==> config.mk <==
export PLATFORM = sky130hd
export DESIGN_NAME = utf8_byte_stream_decoder
export DESIGN_NICKNAME = d
export VERILOG_FILES = /design/src/sv/utf8d_pkg.sv /design/src/sv/utf8d_decode.sv /design/src/sv/utf8_byte_stream_decoder.sv
export SDC_FILE = /design/constraint.sdc
export NUM_CORES = 1
export LEC_CHECK = 0
export BUFFER_PORTS_ARGS = -buffer_cell sky130_fd_sc_hd__buf_2
export CORE_UTILIZATION = 35
export CTS_BUF_LIST = sky130_fd_sc_hd__clkbuf_16
export CTS_CLUSTER_DIAMETER = 50
export DETAILED_ROUTE_END_ITERATION = 8
export GPL_TIMING_DRIVEN = 0
export SLEW_MARGIN = 20
export SYNTH_ARGS = -nofsm -noshare
export SYNTH_HDL_FRONTEND = slang
export SYNTH_SLANG_ARGS = --single-unit
==> constraint.sdc <==
create_clock -name clock -period 6.1 [get_ports clock]
set_clock_uncertainty 0.2 [all_clocks]
set_input_delay 0.915 -clock clock [delete_from_list [all_inputs] [get_ports clock]]
set_output_delay 0.915 -clock clock [all_outputs]
set_load 0.01 [all_outputs]
==> src/sv/utf8d_pkg.sv <==
package utf8d_pkg;

   // Widths of the word fields and of the decoder state.
   localparam int unsigned BYTE_W      = 8;
   localparam int unsigned CODE_W      = 21;
   localparam int unsigned REMAIN_W    = 2;
   localparam int unsigned CONT_BITS   = 6;

   // Lead byte masks and patterns.
   localparam logic [BYTE_W-1:0] ASCII_MAX    = 8'h7F;
   localparam logic [BYTE_W-1:0] LEAD2_MASK   = 8'hE0;
   localparam logic [BYTE_W-1:0] LEAD2_PAT    = 8'hC0;
   localparam logic [BYTE_W-1:0] LEAD3_MASK   = 8'hF0;
   localparam logic [BYTE_W-1:0] LEAD3_PAT    = 8'hE0;
   localparam logic [BYTE_W-1:0] LEAD4_MASK   = 8'hF8;
   localparam logic [BYTE_W-1:0] LEAD4_PAT    = 8'hF0;
   localparam logic [BYTE_W-1:0] LEAD2_DATA   = 8'h1F;
   localparam logic [BYTE_W-1:0] LEAD3_DATA   = 8'h0F;
   localparam logic [BYTE_W-1:0] LEAD4_DATA   = 8'h07;

   // Value given out in place of a sequence cut short by the end of text.
   localparam logic [CODE_W-1:0] REPLACEMENT_CP = 21'h00FFFD;

   // Continuation counts announced by each lead class.
   localparam logic [REMAIN_W-1:0] REMAIN_NONE  = 2'd0;
   localparam logic [REMAIN_W-1:0] REMAIN_ONE   = 2'd1;
   localparam logic [REMAIN_W-1:0] REMAIN_TWO   = 2'd2;
   localparam logic [REMAIN_W-1:0] REMAIN_THREE = 2'd3;

   typedef enum logic [2:0] {
      LEAD_ASCII,
      LEAD_TWO,
      LEAD_THREE,
      LEAD_FOUR,
      LEAD_INVALID
   } lead_class_type;

   // Sequence state carried from one word to the next.
   typedef struct packed {
      logic [CODE_W-1:0]   partial;
      logic [REMAIN_W-1:0] remain;
   } seq_state_type;

   // Outcome of decoding one word.
   typedef struct packed {
      logic                emit;
      logic [CODE_W-1:0]   scalar;
      logic                was_truncated;
      logic                ends_text;
      seq_state_type       next_state;
   } decode_type;

   // Sort a byte seen with no sequence open into its lead class.
   function automatic lead_class_type classify_lead(input logic [BYTE_W-1:0] b);
      lead_class_type cls;
      if (b <= ASCII_MAX) begin
         cls = LEAD_ASCII;
      end else if ((b & LEAD2_MASK) == LEAD2_PAT) begin
         cls = LEAD_TWO;
      end else if ((b & LEAD3_MASK) == LEAD3_PAT) begin
         cls = LEAD_THREE;
      end else if ((b & LEAD4_MASK) == LEAD4_PAT) begin
         cls = LEAD_FOUR;
      end else begin
         cls = LEAD_INVALID;
      end
      return cls;
   endfunction

endpackage

==> src/sv/utf8d_decode.sv <==
module utf8d_decode (
   input  utf8d_pkg::seq_state_type              cur_state,
   input  logic [utf8d_pkg::BYTE_W-1:0]          text_byte,
   input  logic                                  final_byte,
   output utf8d_pkg::decode_type                 result
);
   import utf8d_pkg::*;

   lead_class_type           lead_class;
   logic [CODE_W-1:0]        merged;
   logic [REMAIN_W-1:0]      remain_dec;
   logic [CODE_W-1:0]        lead_value;
   logic [REMAIN_W-1:0]      lead_remain;

   // Shift the gathered bits up and merge the low six bits of this byte.
   assign merged     = {cur_state.partial[CODE_W-CONT_BITS-1:0],
                        text_byte[CONT_BITS-1:0]};
   assign remain_dec = cur_state.remain - REMAIN_ONE;
   assign lead_class = classify_lead(text_byte);

   // Start value and continuation count for a lead byte.
   always_comb begin
      unique case (lead_class)
         LEAD_TWO: begin
            lead_value  = CODE_W'(text_byte & LEAD2_DATA);
            lead_remain = REMAIN_ONE;
         end
         LEAD_THREE: begin
            lead_value  = CODE_W'(text_byte & LEAD3_DATA);
            lead_remain = REMAIN_TWO;
         end
         LEAD_FOUR: begin
            lead_value  = CODE_W'(text_byte & LEAD4_DATA);
            lead_remain = REMAIN_THREE;
         end
         default: begin
            lead_value  = CODE_W'(text_byte);
            lead_remain = REMAIN_NONE;
         end
      endcase
   end

   // Decide whether this word yields a result and what state it leaves.
   always_comb begin
      result               = '0;
      result.next_state    = cur_state;
      result.ends_text     = final_byte;
      if (cur_state.remain != REMAIN_NONE) begin
         if (remain_dec == REMAIN_NONE) begin
            result.emit       = 1'b1;
            result.scalar     = merged;
            result.next_state = '0;
         end else if (final_byte) begin
            result.emit          = 1'b1;
            result.scalar        = REPLACEMENT_CP;
            result.was_truncated = 1'b1;
            result.next_state    = '0;
         end else begin
            result.next_state.partial = merged;
            result.next_state.remain  = remain_dec;
         end
      end else begin
         priority if (lead_class == LEAD_ASCII) begin
            result.emit       = 1'b1;
            result.scalar     = lead_value;
         end else if (lead_class == LEAD_INVALID) begin
            // Stray continuation or impossible lead: dropped, state kept idle.
            result.emit = 1'b0;
         end else if (final_byte) begin
            result.emit          = 1'b1;
            result.scalar        = REPLACEMENT_CP;
            result.was_truncated = 1'b1;
            result.next_state    = '0;
         end else begin
            result.next_state.partial = lead_value;
            result.next_state.remain  = lead_remain;
         end
      end
   end

endmodule

==> src/sv/utf8_byte_stream_decoder.sv <==
// A word accepted into the input register is decoded there, and any code point
// that it yields is written to the result register, which drives the outputs.
// Throughput: one byte per cycle; the input register, the decode logic and
// the result register advance together whenever the result register is free.
// Reset (synchronous, active high) clears the valid flags and closes any open
// sequence, so the next byte begins a new text.
module utf8_byte_stream_decoder (
   input  logic                               clock,
   input  logic                               reset,
   input  logic                               req_valid,
   output logic                               req_stall,
   input  logic [utf8d_pkg::BYTE_W-1:0]       req_text_byte,
   input  logic                               req_final_byte,
   output logic                               rsp_valid,
   input  logic                               rsp_stall,
   output logic [utf8d_pkg::CODE_W-1:0]       rsp_scalar,
   output logic                               rsp_was_truncated,
   output logic                               rsp_ends_text
);
   import utf8d_pkg::*;

   logic                  in_valid_ff;
   logic                  in_valid_in;
   logic [BYTE_W-1:0]     in_byte_ff;
   logic                  in_final_ff;
   seq_state_type         seq_ff;
   logic                  out_valid_ff;
   logic                  out_valid_in;
   logic [CODE_W-1:0]     out_code_ff;
   logic                  out_trunc_ff;
   logic                  out_ends_ff;
   logic                  out_free;
   logic                  advance;
   logic                  accept;
   decode_type            dec;

   // The result register can take a new word when empty or being drained.
   assign out_free  = !out_valid_ff || !rsp_stall;
   assign advance   = in_valid_ff && out_free;
   assign req_stall = in_valid_ff && !out_free;
   assign accept    = req_valid && !req_stall;

   // Input register.
   assign in_valid_in = accept || (in_valid_ff && !advance);

   always_ff @(posedge clock) begin
      if (reset) begin
         in_valid_ff <= 1'b0;
      end else begin
         in_valid_ff <= in_valid_in;
      end
   end

   always_ff @(posedge clock) begin
      if (accept) begin
         in_byte_ff  <= req_text_byte;
         in_final_ff <= req_final_byte;
      end
   end

   // Classify, shift and merge.
   utf8d_decode u_decode (
      .cur_state  (seq_ff),
      .text_byte  (in_byte_ff),
      .final_byte (in_final_ff),
      .result     (dec)
   );

   // Sequence state moves on as each word leaves the input register.
   always_ff @(posedge clock) begin
      if (reset) begin
         seq_ff <= '0;
      end else if (advance) begin
         seq_ff <= dec.next_state;
      end
   end

   // Result register.
   assign out_valid_in = advance ? dec.emit : (out_valid_ff && rsp_stall);

   always_ff @(posedge clock) begin
      if (reset) begin
         out_valid_ff <= 1'b0;
      end else begin
         out_valid_ff <= out_valid_in;
      end
   end

   always_ff @(posedge clock) begin
      if (advance && dec.emit) begin
         out_code_ff  <= dec.scalar;
         out_trunc_ff <= dec.was_truncated;
         out_ends_ff  <= dec.ends_text;
      end
   end

   assign rsp_valid         = out_valid_ff;
   assign rsp_scalar        = out_code_ff;
   assign rsp_was_truncated = out_trunc_ff;
   assign rsp_ends_text     = out_ends_ff;

   // The input side is only held back by a full input register.
   a_stall_needs_word: assert property (@(posedge clock) disable iff (reset)
      req_stall |-> in_valid_ff)
      else $error("input stalled with an empty input register");

   // A final byte always leaves no sequence open.
   a_final_closes: assert property (@(posedge clock) disable iff (reset)
      (advance && in_final_ff) |=> (seq_ff.remain == REMAIN_NONE))
      else $error("sequence still open after the final byte");

   // With no sequence open no partial bits are kept.
   a_idle_clear: assert property (@(posedge clock) disable iff (reset)
      (seq_ff.remain == REMAIN_NONE) |-> (seq_ff.partial == '0))
      else $error("partial bits held with no sequence open");

   // A replacement is always the replacement character at the end of text.
   a_trunc_form: assert property (@(posedge clock) disable iff (reset)
      (out_valid_ff && out_trunc_ff) |->
         (out_ends_ff && (out_code_ff == REPLACEMENT_CP)))
      else $error("malformed replacement word");

   // A result held under stall keeps its value.
   a_hold: assert property (@(posedge clock) disable iff (reset)
      (out_valid_ff && rsp_stall) |=> (out_valid_ff && $stable(out_code_ff)))
      else $error("stalled result changed");

endmodule

After elaboration in Yosys (flattened, before gate mapping)

Index checks and enable logic that the tools add are counted.

Bits of input ports: 13
Output and inout bits: 25
Flip-flop bits (word level): 51

Reduce and logical (&&, ||, !) cells: 17
$add $sub $neg: 1
Eq/ne operators: 9
$lt $le $gt $ge: 1
Multiplexer cells: 21

Operator list:

| operator                                                                          | number |
|---|---|
| 17-bit 2-to-1 mux                                                                 | 5 |
| 22-bit 2-to-1 mux                                                                 | 3 |
| 23-bit 2-to-1 mux                                                                 | 2 |
| 8-bit one-hot mux with 3 select lines                                             | 1 |
| 3-bit 2-to-1 mux                                                                  | 4 |
| 10-bit 2-to-1 mux                                                                 | 1 |
| 8-bit by 7-bit less-or-equal comparator with 1-bit output (second input constant) | 1 |
| 3-bit by 2-bit == test with 1-bit output (second input constant)                  | 2 |
| 3-bit == test (second input constant)                                             | 2 |
| 1-bit logical AND                                                                 | 6 |
| 2-bit one-hot mux with 3 select lines                                             | 1 |
| 5-bit == test (second input constant)                                             | 1 |
| 1-bit zero test                                                                   | 5 |
| 4-bit == test (second input constant)                                             | 1 |
| 1-bit 2-to-1 mux                                                                  | 4 |
| 2-bit by 1-bit != test with 1-bit output (second input constant)                  | 2 |
| 3-bit by 1-bit == test with 1-bit output (second input constant)                  | 1 |
| 3-bit zero test                                                                   | 1 |
| 3-bit AND reduction                                                               | 1 |
| 2-bit zero test                                                                   | 1 |
| 1-bit logical OR                                                                  | 2 |
| 2-bit nonzero test                                                                | 1 |
| 2-bit by 1-bit subtractor with 2-bit output (second input constant)               | 1 |

Depth between registers and ports, before layout

Depth in word-level cells: 11
Depth in mapped cells: 7
Depth with buffers taken out: 6

Modules after synthesis

Synthesis repeated with hierarchy kept, for this count alone.

Cells, all modules: 231
Area total of the unflattened synthesis: 2692.6 um^2

Modules (own cells, without submodules):

| module                   | cells each | area each (um^2) | times used |
|---|---|---|---|
| utf8_byte_stream_decoder | 143        | 2087.0           | 1 |
| utf8d_decode             | 88         | 605.6            | 1 |

Worst setup path before layout

OpenSTA, ideal clock, no wires.

Path kind: flip-flop to flip-flop
Start: register seq_ff[0] in the netlist's numbering
End: register out_ends_ff, in the netlist rsp_ends_text, enable pin
Period minus slack after synthesis: 2851 ps
Arrival: 2249 ps
Setup time: 403 ps
Path slack: 3249 ps
Stages on the path, launching flop included: 8
Required time: 5497 ps
Cells stage by stage: dfxtp_1 > inv_1 > ha_1 > buf_4 > nor3_1 > a21oi_1 > nor2_1 > nor2_1

Longest elaborated chain between the ends: 5
Elaborated cells on any way between the ends: 6

RTL lines:

| item                                        | line                           | RTL |
|---|---|---|
| start, declared                             | utf8_byte_stream_decoder.sv:26 | `seq_state_type seq_ff;` |
| start signal, assigned                      | utf8_byte_stream_decoder.sv:74 | `seq_ff <= dec.next_state;` |
| 2-bit by 1-bit subtractor with 2-bit output | utf8d_decode.sv:18             | `assign remain_dec = cur_state.remain - REMAIN_ONE;` |
| 2-bit zero test                             | utf8d_decode.sv:49             | `if (remain_dec == REMAIN_NONE) begin` |
| 22-bit 2-to-1 mux                           | utf8d_decode.sv:49             |  |
| 23-bit 2-to-1 mux *                         | utf8d_decode.sv:48             | `if (cur_state.remain != REMAIN_NONE) begin` |
| 1-bit logical AND *                         | utf8_byte_stream_decoder.sv:90 | `if (advance && dec.emit) begin` |
| end signal, assigned                        | utf8_byte_stream_decoder.sv:93 | `out_ends_ff <= dec.ends_text;` |
| end, declared                               | utf8_byte_stream_decoder.sv:31 | `logic out_ends_ff;` |

Every way passes the cells marked *; elsewhere a longest branch is shown, timed or not.
A chain may end at the register's enable or synchronous reset.

Final worst setup path

Start: register seq_ff[0] in the netlist's numbering
End: register out_code_ff[15], in the netlist rsp_scalar[15], enable pin

Longest elaborated chain between the ends: 5
Elaborated cells on any way between the ends: 6

RTL lines:

| item                                        | line                           | RTL |
|---|---|---|
| 2-bit by 1-bit subtractor with 2-bit output | utf8d_decode.sv:18             |  |
| 2-bit zero test                             | utf8d_decode.sv:49             |  |
| 22-bit 2-to-1 mux                           | utf8d_decode.sv:49             |  |
| 23-bit 2-to-1 mux *                         | utf8d_decode.sv:48             |  |
| 1-bit logical AND *                         | utf8_byte_stream_decoder.sv:90 |  |
| end signal, assigned                        | utf8_byte_stream_decoder.sv:91 | `out_code_ff <= dec.scalar;` |
| end, declared                               | utf8_byte_stream_decoder.sv:29 | `logic [CODE_W-1:0] out_code_ff;` |

Marks and branches as above.

==> reports/metrics.sh <==
VIA_COUNT_OF_THE_FIRST_GLOBAL_ROUTING_PASS=1382
CORE_AREA_SQ_UM=5610
ANTENNA_VIOLATING_NETS_POST_ROUTE=0
DRIVE_GT1_FRAC=0.279
HTREEDEPTH=2
MAX_SLEW.WORST_PIN.SLEW_NS=0.813
INITIAL_CORE_UTIL=0.369
DIE-AREA_SQ_UM=6230
CTS_HOLD_BUF=0
CLKSLEWWORSTSETUPHOLDPATHS_NS=0.06
MOST-COMMON-LAYOUT-CELLS='40 x sky130_fd_sc_hd__buf_2, 32 x sky130_fd_sc_hd__edfxtp_1, 19 x sky130_fd_sc_hd__dfxtp_1'
FINAL_PERIOD_MINUS_WORST_SETUP_SLACK_NS=2.74
WORST_SLACK_NS=3.36
NETLIST_INSTANCES=159
POSTCTSSETUPBUFFERS=0
SYNTH_AREA_LEADERS='sky130_fd_sc_hd__edfxtp_1 46%, sky130_fd_sc_hd__dfxtp_1 18%, sky130_fd_sc_hd__a22o_1 3.4%'
CLOCK_PATH_BUFFERS=2
POSTSYNTHREGISTERBITS=51
ROUTEDWLPERCELL_UM=14.0
SYNTH-WARNING-COUNT=0
POST_CTS_RESIZE_COUNT=0
SYNTH_AREA_LEADER_CELL='sky130_fd_sc_hd__edfxtp_1'
LAYOUT_COMMONEST_CELL='sky130_fd_sc_hd__buf_2'
IO_BUFFERS=37
STDCELL_COUNT=276
AREA_GROWTH_SYN_TO_LAYOUT_PCT=20.5
SYNTH_EDF_COUNT=32
FINALHOLDWORSTSLACK_NS=0.274
DR.FIRST_ITER.DRC_COUNT=50
SYNTH_SEQ_AREA_SHARE=0.647
CTS_INSERTED_BUFFERS=5
PWR_DENSITY_CELL_nW_PER_UM2=278
CLOCK_SINK_COUNT=51
CTS.ROOT.BUFFER_CELL='sky130_fd_sc_hd__clkbuf_16'
SYNTH_ASYNC_SR_FLOP_SHARE=0
SYN_NETS=174
GRT_USE_TOTAL=0.140
DRT-TOTAL-WL_UM=3850
PEAKVDDDROP_mV=0.165
SYNTHDOMINANTCELLAREASHARE=0.464
PLACE.DETAILED.INSTANCES=268
INITIAL_ANTENNA_VIOLATION_COUNT=0
SETUP_VIOLATORS_FINAL=0
GRT_START_MAX_NET_PINS=24
GP_CONGESTION=0.879
FMAX_MHz=365
TIMING.SETUP.TNS_NS=0
WIRE_LENGTH_OF_THE_FIRST_GLOBAL_ROUTING_PASS_UM=6580
YS.FLOP_TYPE='sky130_fd_sc_hd__edfxtp_1'
DRT_DRC_VIOLATIONS_LEFT=0
REPORT.FINAL.HOLD_VIOL_COUNT=0
BOUNDARY_PIN_COUNT=38
CRIT_ARRIVAL_NS=2.46
UNREPAIRED_SETUP_ENDPOINTS_AFTER_GLOBAL_ROUTING='false'
WORST_SKEW_PAIR.LATE_LATENCY_NS=0.29
NUM_VIAS=1367
CP.REQUIRED_NS=5.82
WORST_HOLD_PATH_TYPE='reg -> reg'
GRT-OVFL-TOTAL=0
MAX-CAP-VIOLATIONS=0
SLEW_HEADROOM=0.457
NUMBER_OF_PLACEMENT_ROWS=27
CRITICAL_PATH.STARTPOINT_TYPE='flop'
FLOORPLAN.DIE.HEIGHT_UM=78.9
SYNTH_AREA_PER_CELL_SQ_UM=13.0
DETAILEDPLACE.WORSTSLACK_NS=3.31
FINAL-MAX-SLEW-VIOLATION-COUNT=0
WORST-PATH-MAX-FANOUT=23
FILLERINSTANCES=561
SYNTH_AREA_SQ_UM=2070
CTS_TREE='built'
AVGVIACOUNTPERCELL=4.95
RUN_STATUS='finished, final reports clean'
DETAIL_ROUTE.FIRST_PASS.ITERATIONS=4
FINISH.NET_COUNT=218
PATH_CLASS='reg -> reg'
P_LEAK_nW=0.983
DPL.HPWL_UM=2650
FLOORPLAN.DIE.WIDTH_UM=78.9
SYNTH_CELL_TYPES=38
P_TOTAL_mW=0.695
FINAL_MIN_PERIOD_OVER_CLOCK_PERIOD=0.449
CRITICAL_PATH.ENDPOINT_TYPE='flop'
ANTENNA_CELLS=0
[final timing paths]
path | from | to | slack (ns) | depth (start not counted)
hold reg to reg | seq_ff[14]$_SDFFE_PP0P_ | seq_ff[14]$_SDFFE_PP0P_ | 0.27 | 1
hold / removal | seq_ff[14]$_SDFFE_PP0P_ | seq_ff[14]$_SDFFE_PP0P_ | 0.27 | 1
setup reg to reg | seq_ff[0]$_SDFFE_PP0P_ | rsp_scalar[15]$_DFFE_PP_ | 3.36 | 7
setup / recovery | seq_ff[0]$_SDFFE_PP0P_ | rsp_scalar[15]$_DFFE_PP_ | 3.36 | 7
[stage by stage]
stage               area (sq um)  utilization
finish                      2500        0.445
global placement            2350        0.419
floorplan                   2070            -
detailed placement          2350        0.420
CTS                         2500        0.445
global route                2500        0.445
[Yosys cell counts, types with 2 or more instances]
library cell / instances
sky130_fd_sc_hd__nand2b_1: 8
sky130_fd_sc_hd__a22o_1: 8
sky130_fd_sc_hd__edfxtp_1: 32
sky130_fd_sc_hd__buf_2: 3
sky130_fd_sc_hd__a21o_1: 8
sky130_fd_sc_hd__ha_1: 2
sky130_fd_sc_hd__and3_1: 3
sky130_fd_sc_hd__nor2_1: 10
sky130_fd_sc_hd__o21ai_0: 8
sky130_fd_sc_hd__nor3_1: 2
sky130_fd_sc_hd__inv_1: 5
sky130_fd_sc_hd__nand2_1: 3
sky130_fd_sc_hd__a21oi_1: 5
sky130_fd_sc_hd__nand3_1: 5
sky130_fd_sc_hd__nor2b_1: 2
sky130_fd_sc_hd__o32ai_1: 2
sky130_fd_sc_hd__and2_1: 6
sky130_fd_sc_hd__dfxtp_1: 19
sky130_fd_sc_hd__o21a_1: 9
[routing by layer]
metal | vias up | global-route usage | part of all wire
met1 | 641 | 0.179 | 0.48
met3 | 8 | 0.0529 | 0.052
li1 | 681 | - | -
met4 | 0 | 0.0600 | 0.017
met2 | 37 | 0.212 | 0.45
met5 | - | 0 | 0
[power by group]
part / internal (mW) / switching (mW) / leakage [nW]
clock network: 0.150 / 0.117 / 0.0750
logic: 0.0178 / 0.0249 / 0.450
registers: 0.379 / 0.00674 / 0.459
[area by class of cell]
type	instances	area, sq um	area share
sequential	51	1340	0.537
multi-input combinational	97	682	0.273
timing repair buffer	37	185	0.0741
clock buffer	5	125	0.0501
tap	72	90.1	0.0361
buffer	6	37.5	0.0150
inverter	5	18.8	0.00752
clock inverter	3	17.5	0.00701
[kinds of logic (layout without fill, tap and decap cells)]
group	after synthesis	after routing	synth area share
DFF	51	51	0.647
AOI/OAI and AO/OA	48	48	0.177
and+or+nand+nor	47	47	0.136
buffers and inverters	11	56	0.0272
adders and majority gates	2	2	0.0121
[critical path: stages (launching register included)]
cell                      delay (ns)
sky130_fd_sc_hd__dfxtp_1        0.33
sky130_fd_sc_hd__inv_1          0.09
sky130_fd_sc_hd__ha_1           0.31
sky130_fd_sc_hd__buf_4          0.24
sky130_fd_sc_hd__nor3_1         0.06
sky130_fd_sc_hd__a21oi_1        0.43
sky130_fd_sc_hd__nor2_1         0.14
sky130_fd_sc_hd__nor2_4         0.56
[sequential cells by signal (all words and copies together) (netlist names)]
signal and flops:
rsp_ends_text 1, rsp_was_truncated 1, rsp_valid 1, in_byte_ff 8, in_valid_ff 1, in_final_ff 1, rsp_scalar 21, seq_ff 17
Note: power is estimated with default switching activity, not from simulation.
